### config.mk
export PLATFORM = sky130hd
export DESIGN_NAME = spi_master_shifter
export DESIGN_NICKNAME = d
export VERILOG_FILES = /design/src/hdl/sms_pkg.sv /design/src/hdl/sms_bit_engine.sv /design/src/hdl/spi_master_shifter.sv
export SDC_FILE = /design/constraint.sdc
export NUM_CORES = 1
export LEC_CHECK = 0
export BUFFER_PORTS_ARGS = -buffer_cell sky130_fd_sc_hd__buf_2
export CORE_UTILIZATION = 53
export CTS_CLUSTER_DIAMETER = 120
export DETAILED_ROUTE_END_ITERATION = 10
export PLACE_DENSITY = 0.86
export SYNTH_ARGS = -nofsm -noshare
export SYNTH_HDL_FRONTEND = slang
export SYNTH_SLANG_ARGS = --single-unit
export TNS_END_PERCENT = 20
### constraint.sdc
create_clock -name clk -period 4.1 [get_ports clk]
set_input_delay 0.41 -clock clk [delete_from_list [all_inputs] [get_ports clk]]
set_output_delay 0.41 -clock clk [all_outputs]
set_load 0.02 [all_outputs]
### src/hdl/sms_pkg.sv
// shared types and constants for the spi master shifter
// no dependencies; used by sms_bit_engine and spi_master_shifter
`default_nettype none

package sms_pkg;

	// bits in a narrow (byte) transfer
	localparam int NARROW_BITS = 8;

	// configuration register indexes
	typedef enum logic [1:0] {
		REG_BIT_ORDER     = 2'd0,
		REG_SPI_MODE      = 2'd1,
		REG_CLOCK_DIVIDER = 2'd2
	} sms_reg_t;

	// quarters of one bit period; sclk is at idle level in the first two
	typedef enum logic [1:0] {
		QTR_SETUP = 2'd0,
		QTR_DRIVE = 2'd1,
		QTR_LEAD  = 2'd2,
		QTR_TRAIL = 2'd3
	} sms_qtr_t;

	typedef struct packed {
		logic cpol;
		logic cpha;
		logic msb_first;
	} sms_mode_t;

	typedef struct packed {
		logic busy;
		logic done;
	} sms_flags_t;

endpackage

`default_nettype wire

### src/hdl/sms_bit_engine.sv
// next-state logic of the spi shifter for one tick: start latch, quarter
// timing, mosi drive and miso sampling; uses sms_pkg
`default_nettype none

module sms_bit_engine #(
	parameter int MAX_WORD_BITS = 16,
	parameter int DIVIDER_BITS  = 8
) (
	input  sms_pkg::sms_mode_t              mode,
	input  logic [DIVIDER_BITS-1:0]         divider,
	input  logic                            active,
	input  logic                            is_wide,
	input  logic [MAX_WORD_BITS-1:0]        tx_word,
	input  logic [MAX_WORD_BITS-1:0]        rx_word,
	input  logic [$clog2(MAX_WORD_BITS+1)-1:0] bit_count,
	input  sms_pkg::sms_qtr_t               quarter,
	input  logic [DIVIDER_BITS-1:0]         tick_count,
	input  logic                            mosi_level,
	input  logic                            start_req,
	input  logic [MAX_WORD_BITS-1:0]        tx_data,
	input  logic                            wide,
	input  logic                            miso,
	output logic                            active_nxt,
	output logic                            is_wide_nxt,
	output logic [MAX_WORD_BITS-1:0]        tx_word_nxt,
	output logic [MAX_WORD_BITS-1:0]        rx_word_nxt,
	output logic [$clog2(MAX_WORD_BITS+1)-1:0] bit_count_nxt,
	output sms_pkg::sms_qtr_t               quarter_nxt,
	output logic [DIVIDER_BITS-1:0]         tick_count_nxt,
	output logic                            mosi_nxt,
	output logic                            sclk,
	output sms_pkg::sms_flags_t             flags,
	output logic [MAX_WORD_BITS-1:0]        rx_out
);

	localparam int WB  = MAX_WORD_BITS;
	localparam int DB  = DIVIDER_BITS;
	localparam int BCW = $clog2(WB + 1);
	localparam int IW  = $clog2(WB);
	localparam logic [WB-1:0] NARROW_MASK = WB'({sms_pkg::NARROW_BITS{1'b1}});
	localparam logic [BCW-1:0] NARROW_LEN = BCW'(sms_pkg::NARROW_BITS);
	localparam logic [BCW-1:0] WIDE_LEN   = BCW'(WB);

	logic [WB-1:0]  mask;
	logic [BCW-1:0] word_len;
	logic [BCW-1:0] bit_idx;
	logic [DB-1:0]  phase_len;
	logic [DB:0]    tick_inc;
	logic           phase_end;
	logic [WB-1:0]  line_vec;
	logic           do_sample;

	always_comb begin
		active_nxt     = active;
		is_wide_nxt    = is_wide;
		tx_word_nxt    = tx_word;
		rx_word_nxt    = rx_word;
		bit_count_nxt  = bit_count;
		quarter_nxt    = quarter;
		tick_count_nxt = tick_count;
		mosi_nxt       = mosi_level;
		flags          = '0;
		rx_out         = '0;
		do_sample      = 1'b0;

		// start latch happens before the tick is processed
		if (!active && start_req) begin
			active_nxt     = 1'b1;
			is_wide_nxt    = wide;
			tx_word_nxt    = wide ? tx_data : (tx_data & NARROW_MASK);
			rx_word_nxt    = '0;
			bit_count_nxt  = '0;
			quarter_nxt    = sms_pkg::QTR_SETUP;
			tick_count_nxt = '0;
		end

		mask     = is_wide_nxt ? '1 : NARROW_MASK;
		word_len = is_wide_nxt ? WIDE_LEN : NARROW_LEN;

		bit_idx = (bit_count_nxt < word_len) ? bit_count_nxt : (word_len - 1'b1);
		if (mode.msb_first)
			bit_idx = word_len - 1'b1 - bit_idx;
		line_vec = WB'(miso) << (word_len - 1'b1);

		phase_len = divider >> 1;
		if (phase_len == '0)
			phase_len = DB'(1);
		tick_inc  = {1'b0, tick_count_nxt} + 1'b1;
		phase_end = tick_inc >= {1'b0, phase_len};

		sclk = mode.cpol;

		if (active_nxt) begin
			flags.busy = 1'b1;
			if (tick_count_nxt == '0) begin
				if (quarter_nxt == sms_pkg::QTR_DRIVE && !mode.cpha)
					mosi_nxt = tx_word_nxt[bit_idx[IW-1:0]];
				else if (quarter_nxt == sms_pkg::QTR_TRAIL) begin
					if (mode.cpha)
						mosi_nxt = tx_word_nxt[bit_idx[IW-1:0]];
					else
						do_sample = 1'b1;
				end
			end
			if (quarter_nxt == sms_pkg::QTR_LEAD || quarter_nxt == sms_pkg::QTR_TRAIL)
				sclk = ~mode.cpol;
			// cpha=1 samples on the trailing edge, at the end of the last quarter
			if (phase_end && quarter_nxt == sms_pkg::QTR_TRAIL && mode.cpha)
				do_sample = 1'b1;

			if (do_sample) begin
				if (mode.msb_first)
					rx_word_nxt = ((rx_word_nxt << 1) | WB'(miso)) & mask;
				else
					rx_word_nxt = ((rx_word_nxt >> 1) | line_vec) & mask;
			end

			if (phase_end) begin
				tick_count_nxt = '0;
				case (quarter_nxt)
					sms_pkg::QTR_SETUP: quarter_nxt = sms_pkg::QTR_DRIVE;
					sms_pkg::QTR_DRIVE: quarter_nxt = sms_pkg::QTR_LEAD;
					sms_pkg::QTR_LEAD:  quarter_nxt = sms_pkg::QTR_TRAIL;
					default: begin
						quarter_nxt   = sms_pkg::QTR_SETUP;
						bit_count_nxt = bit_count_nxt + 1'b1;
						if (bit_count_nxt >= word_len) begin
							active_nxt    = 1'b0;
							bit_count_nxt = '0;
							flags.done    = 1'b1;
							rx_out        = rx_word_nxt & mask;
						end
					end
				endcase
			end else begin
				tick_count_nxt = tick_inc[DB-1:0];
			end
		end
	end

endmodule

`default_nettype wire

### src/hdl/spi_master_shifter.sv
// top level of the spi master shifter: config registers, shifter state and
// result register; uses sms_pkg and sms_bit_engine
//
// channel  handshake              payload
// in       in_valid / in_ready    start_req, tx_data, wide, miso (one tick)
// out      out_valid / out_ready  sclk, mosi, busy_res, done_res, rx_data
// cfg      cfg_valid / cfg_ready  cfg_index, cfg_data
//
// each request is one tick of the bit timing: the shifter state and the result
// register update on the accepting edge
// a new request is taken every clock unless the result register is full and
// out_ready is low; cfg_ready is always high
// arst_n clears the state and the result valid flag and loads the register defaults
`default_nettype none

module spi_master_shifter #(
	parameter int MAX_WORD_BITS = 16,
	parameter int DIVIDER_BITS  = 8
) (
	input  logic                     clk,
	input  logic                     arst_n,
	input  logic                     in_valid,
	output logic                     in_ready,
	input  logic                     start_req,
	input  logic [MAX_WORD_BITS-1:0] tx_data,
	input  logic                     wide,
	input  logic                     miso,
	output logic                     out_valid,
	input  logic                     out_ready,
	output logic                     sclk,
	output logic                     mosi,
	output logic                     busy_res,
	output logic                     done_res,
	output logic [MAX_WORD_BITS-1:0] rx_data,
	input  logic                     cfg_valid,
	output logic                     cfg_ready,
	input  logic [1:0]               cfg_index,
	input  logic [DIVIDER_BITS-1:0]  cfg_data
);

	localparam int WB  = MAX_WORD_BITS;
	localparam int DB  = DIVIDER_BITS;
	localparam int BCW = $clog2(WB + 1);

	logic           bit_order_q;
	logic [1:0]     spi_mode_q;
	logic [DB-1:0]  divider_q;

	logic              active_q, is_wide_q, mosi_q;
	logic [WB-1:0]     tx_word_q, rx_word_q;
	logic [BCW-1:0]    bit_count_q;
	sms_pkg::sms_qtr_t quarter_q;
	logic [DB-1:0]     tick_count_q;

	logic              active_nxt, is_wide_nxt, mosi_nxt;
	logic [WB-1:0]     tx_word_nxt, rx_word_nxt;
	logic [BCW-1:0]    bit_count_nxt;
	sms_pkg::sms_qtr_t quarter_nxt;
	logic [DB-1:0]     tick_count_nxt;
	logic              sclk_nxt;
	sms_pkg::sms_flags_t flags_nxt;
	logic [WB-1:0]     rx_out_nxt;

	sms_pkg::sms_mode_t mode;
	logic               out_valid_q;
	logic               in_acc;

	assign mode.cpol      = spi_mode_q[1];
	assign mode.cpha      = spi_mode_q[0];
	assign mode.msb_first = bit_order_q;

	assign in_ready  = !out_valid_q || out_ready;
	assign in_acc    = in_valid && in_ready;
	assign cfg_ready = 1'b1;
	assign out_valid = out_valid_q;

	always_ff @(posedge clk or negedge arst_n) begin
		if (!arst_n) begin
			bit_order_q <= 1'b1;
			spi_mode_q  <= 2'd0;
			divider_q   <= DB'(2);
		end else if (cfg_valid) begin
			case (sms_pkg::sms_reg_t'(cfg_index))
				sms_pkg::REG_BIT_ORDER:     bit_order_q <= cfg_data[0];
				sms_pkg::REG_SPI_MODE:      spi_mode_q  <= cfg_data[1:0];
				sms_pkg::REG_CLOCK_DIVIDER: divider_q   <= cfg_data;
				default: ;
			endcase
		end
	end

	sms_bit_engine #(
		.MAX_WORD_BITS(MAX_WORD_BITS),
		.DIVIDER_BITS (DIVIDER_BITS)
	) u_engine (
		.mode          (mode),
		.divider       (divider_q),
		.active        (active_q),
		.is_wide       (is_wide_q),
		.tx_word       (tx_word_q),
		.rx_word       (rx_word_q),
		.bit_count     (bit_count_q),
		.quarter       (quarter_q),
		.tick_count    (tick_count_q),
		.mosi_level    (mosi_q),
		.start_req     (start_req),
		.tx_data       (tx_data),
		.wide          (wide),
		.miso          (miso),
		.active_nxt    (active_nxt),
		.is_wide_nxt   (is_wide_nxt),
		.tx_word_nxt   (tx_word_nxt),
		.rx_word_nxt   (rx_word_nxt),
		.bit_count_nxt (bit_count_nxt),
		.quarter_nxt   (quarter_nxt),
		.tick_count_nxt(tick_count_nxt),
		.mosi_nxt      (mosi_nxt),
		.sclk          (sclk_nxt),
		.flags         (flags_nxt),
		.rx_out        (rx_out_nxt)
	);

	always_ff @(posedge clk or negedge arst_n) begin
		if (!arst_n) begin
			active_q     <= 1'b0;
			is_wide_q    <= 1'b0;
			tx_word_q    <= '0;
			rx_word_q    <= '0;
			bit_count_q  <= '0;
			quarter_q    <= sms_pkg::QTR_SETUP;
			tick_count_q <= '0;
			mosi_q       <= 1'b0;
		end else if (in_acc) begin
			active_q     <= active_nxt;
			is_wide_q    <= is_wide_nxt;
			tx_word_q    <= tx_word_nxt;
			rx_word_q    <= rx_word_nxt;
			bit_count_q  <= bit_count_nxt;
			quarter_q    <= quarter_nxt;
			tick_count_q <= tick_count_nxt;
			mosi_q       <= mosi_nxt;
		end
	end

	// result register; holds while the consumer stalls
	always_ff @(posedge clk or negedge arst_n) begin
		if (!arst_n)
			out_valid_q <= 1'b0;
		else if (in_acc)
			out_valid_q <= 1'b1;
		else if (out_ready)
			out_valid_q <= 1'b0;
	end

	always_ff @(posedge clk) begin
		if (in_acc) begin
			sclk     <= sclk_nxt;
			mosi     <= mosi_nxt;
			busy_res <= flags_nxt.busy;
			done_res <= flags_nxt.done;
			rx_data  <= rx_out_nxt;
		end
	end

	a_done_busy: assert property (@(posedge clk) disable iff (!arst_n)
		out_valid_q && done_res |-> busy_res)
		else $error("done without busy");

	a_rx_zero: assert property (@(posedge clk) disable iff (!arst_n)
		out_valid_q && !done_res |-> rx_data == '0)
		else $error("rx_data nonzero outside done");

	a_idle_clean: assert property (@(posedge clk) disable iff (!arst_n)
		!active_q |-> bit_count_q == '0 && tick_count_q == '0 &&
			quarter_q == sms_pkg::QTR_SETUP)
		else $error("counters not cleared while idle");

	a_bit_range: assert property (@(posedge clk) disable iff (!arst_n)
		active_q |-> bit_count_q < (is_wide_q ? BCW'(WB) : BCW'(sms_pkg::NARROW_BITS)))
		else $error("bit count beyond word length");

	a_accept_out: assert property (@(posedge clk) disable iff (!arst_n)
		in_acc |=> out_valid_q)
		else $error("accepted request produced no result");

endmodule

`default_nettype wire

==> impl_metrics.env <==
export IMPL_status="complete, no violations"
export IMPL_leakage_uw=0.00235
export IMPL_power_per_cell_area_nw_per_um2=442
export IMPL_grt_use_total=0.247
export IMPL_critPathMaxStageDelay_ps=430
export IMPL_switching_share=0.351
export IMPL_cts_tree="done"
export IMPL_seq_area_frac_synth=0.452
export IMPL_area_growth_pct=12.8
export IMPL_dr_pass1_iters=5
export IMPL_r2r_start="active_q"
export IMPL_regToRegEndpoint="mosi"
export IMPL_path_cells="nand2b_1, buf_4, mux2i_1, ha_1, and4b_1, a211o_1, a221oi_2, buf_4, mux2i_1, a221oi_1, a22oi_1, a21oi_1, o31ai_1"
export IMPL_p_sw_uw=825
export IMPL_synth_main_ff_cell="dfrtp_1"
export IMPL_numPortBuffers=55
export IMPL_ys_seq_elements=81
export IMPL_setup_violations_final=0
export IMPL_fin_skew_ps=14.1
export IMPL_cts_sinks=81
export IMPL_hold_violations=0
export IMPL_drt_vias_per_instance=6.14
export IMPL_grt_use_met1=0.317
export IMPL_r2r_setup_slack_ps=330
export IMPL_vias=4007
export IMPL_comb_power_share=0.306
export IMPL_drt_total_wl_mm=10.7
export IMPL_p_int_uw=1530
export IMPL_fin_nets=591
export IMPL_dp_hpwl_mm=7.46
export IMPL_yosysTopAreaCellShare=0.313
export IMPL_synthArstFlopShare=0.753
export IMPL_antennaDiodeCount=0
export IMPL_num_rows=34
export IMPL_min_path_type="input port to asynchronous set/reset pin"
export IMPL_htreeDepth=3
export IMPL_grt_pass1_vias=3744
export IMPL_grt_max_degree=45
export IMPL_seqPwrFrac=0.438
export IMPL_ir_drop_v=0.000257
export IMPL_ant_nets=0
export IMPL_critical_path_top_delay_family="compound AO/OA/AOI/OAI gates"
export IMPL_cap_viol_max_count=0
export IMPL_min_period_ps=3770
export IMPL_finalMaxSlewViolations=0
export IMPL_cts_inserted_buffers=9
export IMPL_drc=0
export IMPL_finalNonFillerCells=653
export IMPL_cts_reportedPaths_clkPinSlew_ps=90
export IMPL_holdBufCountCts=0
export IMPL_crit_arrival_ps=3870
export IMPL_die_h_um=96.3
export IMPL_grt_pass1_wl_mm=17.4
export IMPL_cts_root_buf="clkbuf_8"
export IMPL_synth_warnings=0
export IMPL_die_area_um2=9270
export IMPL_fmax_mhz=265
export IMPL_start_kind="flop"
export IMPL_power_share_clock=0.256
export IMPL_tightest_slew_ps=833
export IMPL_grt_overflow_total=0
export IMPL_synth_area_um2=4710
export IMPL_r2r_cells=13
export IMPL_syn_nets=536
export IMPL_gp_congestion=0.890
export IMPL_insertion_delay_ps=370
export IMPL_rsz0062_at_grt="no"
export IMPL_start_util=0.543
export IMPL_end_kind="flop"
export IMPL_synth_cells=485
export IMPL_drtIter0Drc=320
export IMPL_synth_edf_count=20
export IMPL_period_share=0.919
export IMPL_ioPinCount=57
export IMPL_gr_usage_met2=0.412
export IMPL_met3_usage=0.0450
export IMPL_yosysTopAreaCell="dfrtp_1"
export IMPL_crit_path_max_fanout=44
export IMPL_worstSetupPathType="flop to flop"
export IMPL_fill_cells=740
export IMPL_grt_antenna_before_repair=0
export IMPL_wl_per_cell_um=16.3
export IMPL_ys_top_cells_by_area="dfrtp_1 (31%), edfxtp_1 (13%), mux2_2 (6.2%), nand2_1 (6.1%), ha_1 (4.5%)"
export IMPL_die_x_um=96.3
export IMPL_required_ps=4200
export IMPL_cts_max_path_buffers=2
export IMPL_finalSetupTns_ps=0
export IMPL_drive_gt1_frac=0.228
export IMPL_max_slew_margin_rel=0.441
export IMPL_path_buf_inv=2
export IMPL_busiest_layer="met2"
export IMPL_synth_common_cells="nand2_1 (77), dfrtp_1 (59), o21ai_0 (42)"
export IMPL_synth_cell_types=63
export IMPL_syn_avg_cell_area_um2=9.72
export IMPL_cp_slowest_cell="buf_4"
export IMPL_dp_cells=635
export IMPL_synth_most_common_cell="nand2_1"
export IMPL_core_um2=8680
[state kept, by name, indices dropped and copies added (netlist names), 2 cells and up]
register      flops
tx_word_q        16
rx_data          16
bit_count_q       5
rx_word_q        16
divider_q         7
spi_mode_q        2
quarter_q         2
tick_count_q      8
[worst max-delay path by stage]
stage	cells past startpoint	slack, ps	endpoint	from
after floorplan	18	160	rx_word_q[0]	start_req
after global placement	16	300	rx_word_q[1]	start_req
after detailed placement	16	110	rx_word_q[4]	start_req
after CTS	15	250	rx_word_q[6]	active_q
after global routing	13	90	mosi	active_q
final	13	330	mosi	active_q
[through the flow]
| stage | power [uW] | hold WS [ps] | utilization | setup slack (ps) | area [um^2] |
|---|---|---|---|---|---|
| after CTS | 2350 | 158 | 0.610 | 253 | 5290 |
| after global placement | 1710 | 463 | 0.587 | 299 | 5090 |
| after detailed placement | 1740 | 472 | 0.587 | 109 | 5090 |
| final | 2350 | 126 | 0.612 | 331 | 5320 |
| after floorplan | 1550 | 114 | - | 164 | 4710 |
| after global routing | 2480 | 184 | 0.612 | 85.7 | 5320 |
[cells by family after synthesis]
group,after synthesis,synth area share
other,1,0.000796
adders and majority gates,17,0.0451
xor gates and xnor gates,11,0.0204
muxes,38,0.0879
and+or+nand+nor,169,0.169
AOI/OAI and AO/OA,128,0.187
buffers and inverters,40,0.0372
DFF,81,0.452
[cells in the final DEF (no fill, tap or decap), types with 4 or more instances in the layout]
master,count
and2_1,7
xor2_1,5
clkbuf_8,9
nor3_1,4
a211o_1,4
xnor2_1,6
nand3_1,22
nor2_1,29
buf_2,55
a211oi_1,10
ha_1,17
a21oi_1,26
edfxtp_1,20
mux2i_1,11
dfrtp_1,59
nand2b_1,5
mux2_2,26
buf_4,13
o21ai_0,42
inv_1,16
and3_1,4
o21ai_1,4
nand2_1,77
a32o_1,11
[power by group through the flow]
stage | sequential (uW) | combinational [uW] | clock [uW]
5_1_grt | 1040 | 792 | 646
6_report | 1030 | 719 | 602
3_3_place_gp | 1040 | 673 | 0
4_1_cts | 1030 | 706 | 615
3_5_place_dp | 1040 | 702 | 0
2_1_floorplan | 1030 | 527 | 0
[metal layers]
metal / vias to the layer above / part of all wire / wire length (um)
met2: 187 / 0.51 / 5460
li1: 1865 / - / -
met1: 1928 / 0.40 / 4260
met5: - / 0 / 0
met4: 0 / 0.021 / 223
met3: 27 / 0.067 / 717
[cell type report]
cell class / instances / area [um^2] / area share
clock inverter: 7 / 77.6 / 0.0146
tap: 108 / 135 / 0.0254
sequential: 81 / 2130 / 0.401
inverter: 16 / 60.1 / 0.0113
clock buffer: 9 / 124 / 0.0233
multi-input combinational: 364 / 2420 / 0.455
timing repair buffer: 68 / 373 / 0.0702
[timing repair]
item,CTS,global route
resized for setup,0,1
setup endpoints to repair,0,18
setup buffers,0,2
Power figures use the tool's default switching activity.
